==> src/sv/rtcp_nack_list_expander_macros.svh <==
// assertion macros for the rtcp nack list expander
`ifndef RTCP_NACK_LIST_EXPANDER_MACROS_SVH
`define RTCP_NACK_LIST_EXPANDER_MACROS_SVH

`ifndef SYNTH

// same-cycle implication, clocked on clk, off during reset
`define RNLE_ASSERT_NOW(lbl, ante, cons) \
  lbl: assert property (@(posedge clk) disable iff (!rst_n) (ante) |-> (cons)) \
    else $error("rnle check failed");

// next-cycle implication, clocked on clk, off during reset
`define RNLE_ASSERT_NEXT(lbl, ante, cons) \
  lbl: assert property (@(posedge clk) disable iff (!rst_n) (ante) |=> (cons)) \
    else $error("rnle check failed");

`else

`define RNLE_ASSERT_NOW(lbl, ante, cons)
`define RNLE_ASSERT_NEXT(lbl, ante, cons)

`endif

`endif

==> src/sv/rnle_pkg.sv <==
// shared types, codes and helpers for the nack list expander
package rnle_pkg;

  localparam int BLP_BITS = 16;
  localparam int IDX_W    = $clog2(BLP_BITS);
  localparam int SEQ_W    = 16;
  localparam int SSRC_W   = 32;
  localparam int WORD_W   = 32;
  localparam int POS_W    = 2;

  localparam logic [POS_W-1:0] POS_SENDER = 2'd0;
  localparam logic [POS_W-1:0] POS_MEDIA  = 2'd1;
  localparam logic [POS_W-1:0] POS_FCI    = 2'd2;

  localparam logic KIND_SEQ     = 1'b0;
  localparam logic KIND_SUMMARY = 1'b1;

  localparam logic STATUS_OK    = 1'b0;
  localparam logic STATUS_SHORT = 1'b1;

  typedef enum logic [1:0] {
    ST_IDLE,
    ST_PID,
    ST_BLP,
    ST_SUM
  } state_t;

  typedef struct packed {
    logic load;
    logic emit_pid;
    logic emit_blp;
    logic emit_sum;
    logic run_end;
  } cmd_t;

  typedef struct packed {
    logic out_free;
    logic pos_fci;
    logic last_word;
    logic mask_any;
    logic mask_single;
  } sts_t;

  typedef struct packed {
    logic              kind;
    logic [SEQ_W-1:0]  seq_number;
    logic [SSRC_W-1:0] sender_ssrc;
    logic [SSRC_W-1:0] media_ssrc;
    logic [SEQ_W-1:0]  total_count;
    logic              status;
    logic              run_end;
  } res_t;

  // index of the lowest set bit, zero when no bit is set
  function automatic logic [IDX_W-1:0] lowest_set(input logic [BLP_BITS-1:0] mask);
    logic [IDX_W-1:0] idx;
    idx = '0;
    for (int i = BLP_BITS - 1; i >= 0; i--) begin
      if (mask[i]) begin
        idx = IDX_W'(i);
      end
    end
    return idx;
  endfunction

endpackage

==> src/sv/rnle_in_if.sv <==
// input request channel: payload word and last flag
interface rnle_in_if;
  logic                           valid;
  logic                           ready;
  logic [rnle_pkg::WORD_W-1:0]    payload_word;
  logic                           last_word;

  modport source (output valid, output payload_word, output last_word, input ready);
  modport sink   (input valid, input payload_word, input last_word, output ready);
endinterface

==> src/sv/rnle_out_if.sv <==
// result request channel: one sequence number or summary per request
interface rnle_out_if;
  logic                           valid;
  logic                           ready;
  logic                           kind;
  logic [rnle_pkg::SEQ_W-1:0]     seq_number;
  logic [rnle_pkg::SSRC_W-1:0]    sender_ssrc;
  logic [rnle_pkg::SSRC_W-1:0]    media_ssrc;
  logic [rnle_pkg::SEQ_W-1:0]     total_count;
  logic                           status;
  logic                           run_end;

  modport source (output valid, output kind, output seq_number, output sender_ssrc,
                  output media_ssrc, output total_count, output status,
                  output run_end, input ready);
  modport sink   (input valid, input kind, input seq_number, input sender_ssrc,
                  input media_ssrc, input total_count, input status,
                  input run_end, output ready);
endinterface

==> src/sv/rtcp_nack_list_expander.sv <==
// ssrc word not marked last: no result; ssrc word marked last: a summary result
// fci word: its pid, one number per set mask bit, then a summary when marked last
// results pass through the result register; input is ready only while idle
// rate: the scan feeds the result register one sequence number a cycle while it is free
// reset: synchronous active low; clears word position, count, ssrcs and result valid
// top level of the rtcp generic nack list expander
module rtcp_nack_list_expander (
  input  logic       clk,
  input  logic       rst_n,
  rnle_in_if.sink    in_chan,
  rnle_out_if.source out_chan
);

  rnle_pkg::cmd_t cmd;
  rnle_pkg::sts_t sts;
  rnle_pkg::res_t res;
  logic           out_valid;

  // controller: one word at a time; ready only while idle
  rnle_ctrl u_ctrl (
    .clk      (clk),
    .rst_n    (rst_n),
    .in_valid (in_chan.valid),
    .in_last  (in_chan.last_word),
    .in_ready (in_chan.ready),
    .sts      (sts),
    .cmd      (cmd)
  );

  // datapath: holds packet state, scans the lost-packet mask from low bit up,
  // and owns the result register toward the sink
  rnle_dp u_dp (
    .clk       (clk),
    .rst_n     (rst_n),
    .in_word   (in_chan.payload_word),
    .in_last   (in_chan.last_word),
    .cmd       (cmd),
    .sts       (sts),
    .out_valid (out_valid),
    .out_ready (out_chan.ready),
    .out_res   (res)
  );

  // unpack the registered result onto the output channel
  assign out_chan.valid       = out_valid;
  assign out_chan.kind        = res.kind;
  assign out_chan.seq_number  = res.seq_number;
  assign out_chan.sender_ssrc = res.sender_ssrc;
  assign out_chan.media_ssrc  = res.media_ssrc;
  assign out_chan.total_count = res.total_count;
  assign out_chan.status      = res.status;
  assign out_chan.run_end     = res.run_end;

endmodule

==> src/sv/rnle_ctrl.sv <==
// controller state machine: sequences pid, mask bits and summary
`include "rtcp_nack_list_expander_macros.svh"

module rnle_ctrl (
  input  logic           clk,
  input  logic           rst_n,
  input  logic           in_valid,
  input  logic           in_last,
  output logic           in_ready,
  input  rnle_pkg::sts_t sts,
  output rnle_pkg::cmd_t cmd
);

  rnle_pkg::state_t state_r;
  rnle_pkg::state_t state_nxt;

  always_ff @(posedge clk) begin
    if (!rst_n) begin
      state_r <= rnle_pkg::ST_IDLE;
    end else begin
      state_r <= state_nxt;
    end
  end

  always_comb begin
    state_nxt = state_r;
    cmd       = '0;
    in_ready  = 1'b0;
    case (state_r)
      rnle_pkg::ST_IDLE: begin
        in_ready = 1'b1;
        if (in_valid) begin
          cmd.load = 1'b1;
          if (sts.pos_fci) begin
            state_nxt = rnle_pkg::ST_PID;
          end else if (in_last) begin
            state_nxt = rnle_pkg::ST_SUM;
          end
        end
      end
      rnle_pkg::ST_PID: begin
        if (sts.out_free) begin
          cmd.emit_pid = 1'b1;
          cmd.run_end  = !sts.mask_any && !sts.last_word;
          if (sts.mask_any) begin
            state_nxt = rnle_pkg::ST_BLP;
          end else if (sts.last_word) begin
            state_nxt = rnle_pkg::ST_SUM;
          end else begin
            state_nxt = rnle_pkg::ST_IDLE;
          end
        end
      end
      rnle_pkg::ST_BLP: begin
        if (sts.out_free) begin
          cmd.emit_blp = 1'b1;
          cmd.run_end  = sts.mask_single && !sts.last_word;
          if (sts.mask_single) begin
            state_nxt = sts.last_word ? rnle_pkg::ST_SUM : rnle_pkg::ST_IDLE;
          end
        end
      end
      rnle_pkg::ST_SUM: begin
        if (sts.out_free) begin
          cmd.emit_sum = 1'b1;
          cmd.run_end  = 1'b1;
          state_nxt    = rnle_pkg::ST_IDLE;
        end
      end
      default: begin
        state_nxt = rnle_pkg::ST_IDLE;
      end
    endcase
  end

  `RNLE_ASSERT_NEXT(a_fci_to_pid, cmd.load && sts.pos_fci, state_r == rnle_pkg::ST_PID)
  `RNLE_ASSERT_NOW(a_blp_has_bits, state_r == rnle_pkg::ST_BLP, sts.mask_any)
  `RNLE_ASSERT_NEXT(a_sum_to_idle, cmd.emit_sum, state_r == rnle_pkg::ST_IDLE)

endmodule

==> src/sv/rnle_dp.sv <==
// datapath: held ssrcs, word position, count, mask scan and result register
`include "rtcp_nack_list_expander_macros.svh"

module rnle_dp (
  input  logic                        clk,
  input  logic                        rst_n,
  input  logic [rnle_pkg::WORD_W-1:0] in_word,
  input  logic                        in_last,
  input  rnle_pkg::cmd_t              cmd,
  output rnle_pkg::sts_t              sts,
  output logic                        out_valid,
  input  logic                        out_ready,
  output rnle_pkg::res_t              out_res
);

  logic [rnle_pkg::POS_W-1:0]    pos_r,    pos_nxt;
  logic [rnle_pkg::SEQ_W-1:0]    count_r,  count_nxt;
  logic                          out_valid_r, out_valid_nxt;
  logic [rnle_pkg::SSRC_W-1:0]   sender_r, sender_nxt;
  logic [rnle_pkg::SSRC_W-1:0]   media_r,  media_nxt;
  logic [rnle_pkg::SEQ_W-1:0]    pid_r,    pid_nxt;
  logic [rnle_pkg::BLP_BITS-1:0] mask_r,   mask_nxt;
  logic                          last_r,   last_nxt;
  logic                          short_r,  short_nxt;
  rnle_pkg::res_t                res_r,    res_nxt;

  logic [rnle_pkg::IDX_W-1:0]    low_idx;
  logic [rnle_pkg::BLP_BITS-1:0] mask_rest;
  logic [rnle_pkg::SEQ_W-1:0]    count_inc;

  assign low_idx   = rnle_pkg::lowest_set(mask_r);
  assign mask_rest = mask_r & (mask_r - rnle_pkg::BLP_BITS'(1));
  assign count_inc = count_r + rnle_pkg::SEQ_W'(1);

  assign sts.out_free    = !out_valid_r || out_ready;
  assign sts.pos_fci     = pos_r[1];
  assign sts.last_word   = last_r;
  assign sts.mask_any    = |mask_r;
  assign sts.mask_single = (|mask_r) && !(|mask_rest);

  assign out_valid = out_valid_r;
  assign out_res   = res_r;

  always_comb begin
    pos_nxt       = pos_r;
    count_nxt     = count_r;
    sender_nxt    = sender_r;
    media_nxt     = media_r;
    pid_nxt       = pid_r;
    mask_nxt      = mask_r;
    last_nxt      = last_r;
    short_nxt     = short_r;
    res_nxt       = res_r;
    out_valid_nxt = out_valid_r && !out_ready;

    if (cmd.load) begin
      pid_nxt   = in_word[rnle_pkg::WORD_W-1:rnle_pkg::BLP_BITS];
      mask_nxt  = in_word[rnle_pkg::BLP_BITS-1:0];
      last_nxt  = in_last;
      short_nxt = (pos_r == rnle_pkg::POS_SENDER);
      case (pos_r)
        rnle_pkg::POS_SENDER: begin
          sender_nxt = in_word;
          pos_nxt    = rnle_pkg::POS_MEDIA;
        end
        rnle_pkg::POS_MEDIA: begin
          media_nxt = in_word;
          pos_nxt   = rnle_pkg::POS_FCI;
        end
        default: begin
          // a stray position 3 behaves as an fci word
          pos_nxt = rnle_pkg::POS_FCI;
        end
      endcase
    end

    if (cmd.emit_pid) begin
      count_nxt           = count_inc;
      res_nxt.kind        = rnle_pkg::KIND_SEQ;
      res_nxt.seq_number  = pid_r;
      res_nxt.sender_ssrc = sender_r;
      res_nxt.media_ssrc  = media_r;
      res_nxt.total_count = count_inc;
      res_nxt.status      = rnle_pkg::STATUS_OK;
      res_nxt.run_end     = cmd.run_end;
      out_valid_nxt       = 1'b1;
    end

    if (cmd.emit_blp) begin
      count_nxt           = count_inc;
      mask_nxt            = mask_rest;
      res_nxt.kind        = rnle_pkg::KIND_SEQ;
      res_nxt.seq_number  = pid_r + rnle_pkg::SEQ_W'(low_idx) + rnle_pkg::SEQ_W'(1);
      res_nxt.sender_ssrc = sender_r;
      res_nxt.media_ssrc  = media_r;
      res_nxt.total_count = count_inc;
      res_nxt.status      = rnle_pkg::STATUS_OK;
      res_nxt.run_end     = cmd.run_end;
      out_valid_nxt       = 1'b1;
    end

    if (cmd.emit_sum) begin
      res_nxt.kind       = rnle_pkg::KIND_SUMMARY;
      res_nxt.seq_number = '0;
      res_nxt.run_end    = cmd.run_end;
      if (short_r) begin
        res_nxt.sender_ssrc = '0;
        res_nxt.media_ssrc  = '0;
        res_nxt.total_count = '0;
        res_nxt.status      = rnle_pkg::STATUS_SHORT;
      end else begin
        res_nxt.sender_ssrc = sender_r;
        res_nxt.media_ssrc  = media_r;
        res_nxt.total_count = count_r;
        res_nxt.status      = rnle_pkg::STATUS_OK;
      end
      pos_nxt       = rnle_pkg::POS_SENDER;
      count_nxt     = '0;
      out_valid_nxt = 1'b1;
    end
  end

  always_ff @(posedge clk) begin
    if (!rst_n) begin
      pos_r       <= rnle_pkg::POS_SENDER;
      count_r     <= '0;
      out_valid_r <= 1'b0;
      sender_r    <= '0;
      media_r     <= '0;
    end else begin
      pos_r       <= pos_nxt;
      count_r     <= count_nxt;
      out_valid_r <= out_valid_nxt;
      sender_r    <= sender_nxt;
      media_r     <= media_nxt;
    end
  end

  always_ff @(posedge clk) begin
    pid_r   <= pid_nxt;
    mask_r  <= mask_nxt;
    last_r  <= last_nxt;
    short_r <= short_nxt;
    res_r   <= res_nxt;
  end

  `RNLE_ASSERT_NEXT(a_sum_clears, cmd.emit_sum, pos_r == rnle_pkg::POS_SENDER && count_r == '0)
  `RNLE_ASSERT_NOW(a_sum_fields, out_valid_r && res_r.kind == rnle_pkg::KIND_SUMMARY, res_r.seq_number == '0 && res_r.run_end)
  `RNLE_ASSERT_NOW(a_short_only_sum, out_valid_r && res_r.status == rnle_pkg::STATUS_SHORT, res_r.kind == rnle_pkg::KIND_SUMMARY && res_r.total_count == '0)

endmodule

==> src/flat_wrapper.sv <==
// flat-port wrapper written by rule: the top's interface ports become plain ports
module rtcp_nack_list_expander_flat 
  (clk, rst_n, in_chan_valid, in_chan_payload_word, in_chan_last_word, in_chan_ready, out_chan_valid, out_chan_kind, out_chan_seq_number, out_chan_sender_ssrc, out_chan_media_ssrc, out_chan_total_count, out_chan_status, out_chan_run_end, out_chan_ready);
  rnle_in_if in_chan_i ();
  rnle_out_if out_chan_i ();
  input  logic clk;
  input  logic rst_n;
  input wire logic [$bits(in_chan_i.valid)-1:0] in_chan_valid;
  input wire logic [$bits(in_chan_i.payload_word)-1:0] in_chan_payload_word;
  input wire logic [$bits(in_chan_i.last_word)-1:0] in_chan_last_word;
  output wire logic [$bits(in_chan_i.ready)-1:0] in_chan_ready;
  output wire logic [$bits(out_chan_i.valid)-1:0] out_chan_valid;
  output wire logic [$bits(out_chan_i.kind)-1:0] out_chan_kind;
  output wire logic [$bits(out_chan_i.seq_number)-1:0] out_chan_seq_number;
  output wire logic [$bits(out_chan_i.sender_ssrc)-1:0] out_chan_sender_ssrc;
  output wire logic [$bits(out_chan_i.media_ssrc)-1:0] out_chan_media_ssrc;
  output wire logic [$bits(out_chan_i.total_count)-1:0] out_chan_total_count;
  output wire logic [$bits(out_chan_i.status)-1:0] out_chan_status;
  output wire logic [$bits(out_chan_i.run_end)-1:0] out_chan_run_end;
  input wire logic [$bits(out_chan_i.ready)-1:0] out_chan_ready;
  assign in_chan_i.valid = in_chan_valid;
  assign in_chan_i.payload_word = in_chan_payload_word;
  assign in_chan_i.last_word = in_chan_last_word;
  assign in_chan_ready = in_chan_i.ready;
  assign out_chan_valid = out_chan_i.valid;
  assign out_chan_kind = out_chan_i.kind;
  assign out_chan_seq_number = out_chan_i.seq_number;
  assign out_chan_sender_ssrc = out_chan_i.sender_ssrc;
  assign out_chan_media_ssrc = out_chan_i.media_ssrc;
  assign out_chan_total_count = out_chan_i.total_count;
  assign out_chan_status = out_chan_i.status;
  assign out_chan_run_end = out_chan_i.run_end;
  assign out_chan_i.ready = out_chan_ready;
  rtcp_nack_list_expander u_core (.clk(clk), .rst_n(rst_n), .in_chan(in_chan_i), .out_chan(out_chan_i));
endmodule
==> config.mk <==
export PLATFORM = sky130hd
export DESIGN_NAME = rtcp_nack_list_expander_flat
export DESIGN_NICKNAME = d
export VERILOG_FILES = /design/src/sv/rnle_pkg.sv /design/src/sv/rnle_in_if.sv /design/src/sv/rnle_out_if.sv /design/src/sv/rtcp_nack_list_expander.sv /design/src/sv/rnle_ctrl.sv /design/src/sv/rnle_dp.sv /design/src/flat_wrapper.sv
export VERILOG_INCLUDE_DIRS = /design/src /design/src/sv
export SDC_FILE = /design/constraint.sdc
export NUM_CORES = 1
export LEC_CHECK = 0
export BUFFER_PORTS_ARGS = -buffer_cell sky130_fd_sc_hd__buf_2
export CORE_ASPECT_RATIO = 1.1
export CORE_MARGIN = 4
export CORE_UTILIZATION = 45
export DETAILED_ROUTE_END_ITERATION = 8
export PLACE_DENSITY = 0.63
export SETUP_SLACK_MARGIN = 0.02
export SLEW_MARGIN = 20
export SYNTH_ARGS = -nofsm -noshare
export SYNTH_HDL_FRONTEND = slang
export SYNTH_SLANG_ARGS = --single-unit
==> constraint.sdc <==
create_clock -name clk -period 5.94 [get_ports clk]
set_input_delay 0.297 -clock clk [delete_from_list [all_inputs] [get_ports clk]]
set_output_delay 0.297 -clock clk [all_outputs]
set_load 0.05 [all_outputs]
==> reports/summary.txt <==
global route overflow = 0
nets = 1055
area of the core = 20000 µm²
largest net degree at the start of global routing = 71
Inst Count DP = 1232
CTS clk-pin slew, worst paths = 0.06 ns
I/O Pins = 138
vias per cell = 5.12
Top FF cell, synth = edfxtp_1
FMAX = 318 MHz
DR top layer = met4
period utilisation layout = 0.529
layout cells sized above 1 = 0.188
Worst Max-Slew Pin Slew = 1.02 ns
status = finished clean
non-filler instance count after layout = 1276
top-area cell type share of the netlist area = 0.377
H-tree depth = 1
gpl congestion = 0.855
crit path DAT = 3.53 ns
CTS resizes = 0
Synth async-reset ratio = 0
Synth Register Bits = 218
area of the multi-input gates = 3460 µm²
final setup TNS = 0 ns
Fin. Hold Viols = 0
# DRC = 0
DP Area = 10100 µm²
worst hold path class = primary input to register
DRT Wirelength = 20.7 mm
metal3 WL = 1.09 mm
Starting DRT DRC Count = 374
Final ANT Viol Nets = 0
Avg Inst Size Synth = 10.4 µm²
CP Capture Type = register
post-DP HPWL = 13.6 mm
register area share after synthesis = 0.597
required time worst endpoint = 6.33 ns
CTS sink cnt = 218
synthesized instance count = 887
Yosys top cell by area = edfxtp_1
Slew Limit Fails = 0
total track usage = 0.181
antenna violations before repair = 0
first-pass GRT wire length = 33.0 mm
Die X = 145 µm
CTS buffer count = 24
Root Buffer = clkbuf_16
Reg area = 5530 µm²
routed length on met2 = 9.61 mm
maximum buffer depth of the clock tree = 3
WL/cell = 16.2 µm
pwr/cell area = 607 nW/µm²
syn nets = 935
worst vdd ir = 0.000316 V
Slew HR = 0.321
RSZ-0062 raised after global routing = no
DR pass1 iterations = 5
CTS tree = done
Yosys cell types = 55
crit path max fanout = 6
Worst-Skew Late Latency = 0.51 ns
die area = 22900 µm²
Area Overhead vs Synth = 17.4%
min Tclk post-route = 3.14 ns
Starting Density = 0.463
# fillers = 1845
Crit Path Class = register to register
Reg2Reg Setup Slack = 2.80 ns
EDFF count, synth = 116
I/O Buffers = 137
Final Skew = 0.0151 ns
top cells by area, synth = edfxtp_1, dfxtp_1, nand2_1, a21boi_0, and2_1
vias in the first global route = 6245
vias = 6535
CP Launch Type = register
Netlist Area Pre-Place = 9250 µm²
design area = 10900 µm²
Yosys warning count = 0
# diodes = 0
count of final setup violators = 0
Post-synth top cells = nand2_1, edfxtp_1, dfxtp_1
count leader, synth = nand2_1
static leakage = 4.14 nW
maxcap violations = 0
wl on met1 = 9.76 mm
FP Rows = 54
Die Ht = 158 µm
## routing by layer
| metal | GRT usage | vias up |
|---|---|---|
| li1 | - | 3314 |
| met1 | 0.256 | 3060 |
| met2 | 0.289 | 139 |
| met3 | 0.0336 | 22 |
| met4 | 0.0431 | 0 |
| met5 | 0 | - |
## cell usage in the layout (no fill, tap or decap), types with 17 or more instances in the layout
cell type	instances
inv_1	17
a21oi_1	30
nand3_1	22
o21ai_0	44
dfxtp_1	102
buf_2	137
edfxtp_1	116
xor2_1	18
nor2_1	41
a21boi_0	65
nand2_1	192
clkbuf_16	25
and2_1	67
## flip-flops by register name (all words and copies together), names as in the netlist
register and cells:
u_core.u_ctrl.state_r 2, u_core.u_dp.short_r 1, u_core.u_dp.media_r 32, u_core.u_dp.pos_r 2, u_core.u_dp.sender_r 32, u_core.u_dp.out_res 99, u_core.u_dp.pid_r 16, u_core.u_dp.mask_r 16
u_core.u_dp.last_r 1, u_core.u_dp.out_valid 1, u_core.u_dp.count_r 16
## worst max-delay path, stage by stage, from the launching register on
cell and delay [ns]:
edfxtp_1 0.44, or2_2 0.35, o21ai_0 0.16, a311oi_1 0.12, o31ai_1 0.35, inv_1 0.09, ha_1 0.27, nor2b_1 0.13
o21a_1 0.17, o21ai_1 0.39, a211oi_1 0.16, xor2_1 0.16, a22o_1 0.22
## per-stage QoR
| step | hold WS [ns] | util | setup slack (ns) | total power [W] |
|---|---|---|---|---|
| floorplan | 0.396 | - | 2.52 | 0.00459 |
| CTS | 0.00196 | 0.543 | 2.79 | 0.00667 |
| global route | 0.00673 | 0.543 | 2.52 | 0.00697 |
| global placement | 0.429 | 0.505 | 2.85 | 0.00522 |
| detailed placement | 0.439 | 0.505 | 2.86 | 0.00523 |
| finish | 0.0253 | 0.543 | 2.80 | 0.00659 |
## where the power goes
group,internal [W],switching [W]
logic,0.000574,0.00206
registers,0.00225,0.000310
clock network,0.000836,0.000570
## repair_timing
action,in CTS,in global routing
setup buffers,0,0
hold buffers,1,0
endpoints found under the hold margin,1,0
## cell type report
| type | instances | share of cell area |
|---|---|---|
| clock inverter | 8 | 0.00576 |
| inverter | 18 | 0.00633 |
| multi-input combinational | 600 | 0.319 |
| clock buffer | 35 | 0.0629 |
| sequential | 218 | 0.509 |
| timing repair buffer | 145 | 0.0689 |
| tap | 252 | 0.0290 |
## worst paths after layout
| kind | start | end | cells past startpoint |
|---|---|---|---|
| setup / recovery | u_core.u_dp.mask_r[11] | u_core.u_dp.out_res[89] | 12 |
| hold / removal | in_chan_payload_word[22] | u_core.u_dp.pid_r[6] | 1 |
| setup reg to reg | u_core.u_dp.mask_r[11] | u_core.u_dp.out_res[89] | 12 |
| hold reg to reg | u_core.u_dp.out_res[98] | u_core.u_dp.out_res[98] | 2 |
## cells by family (layout without fill, tap and decap cells)
family | Yosys count | after routing | synth area share
AOI/OAI and AO/OA | 186 | 186 | 0.135
xor gates and xnor gates | 28 | 28 | 0.0265
adders and majority gates | 14 | 14 | 0.0191
buffers and inverters | 69 | 206 | 0.0296
DFF | 218 | 218 | 0.597
muxes | 2 | 2 | 0.00216
and+or+nand+nor | 370 | 370 | 0.191
Note: power is estimated with default switching activity, not from simulation.
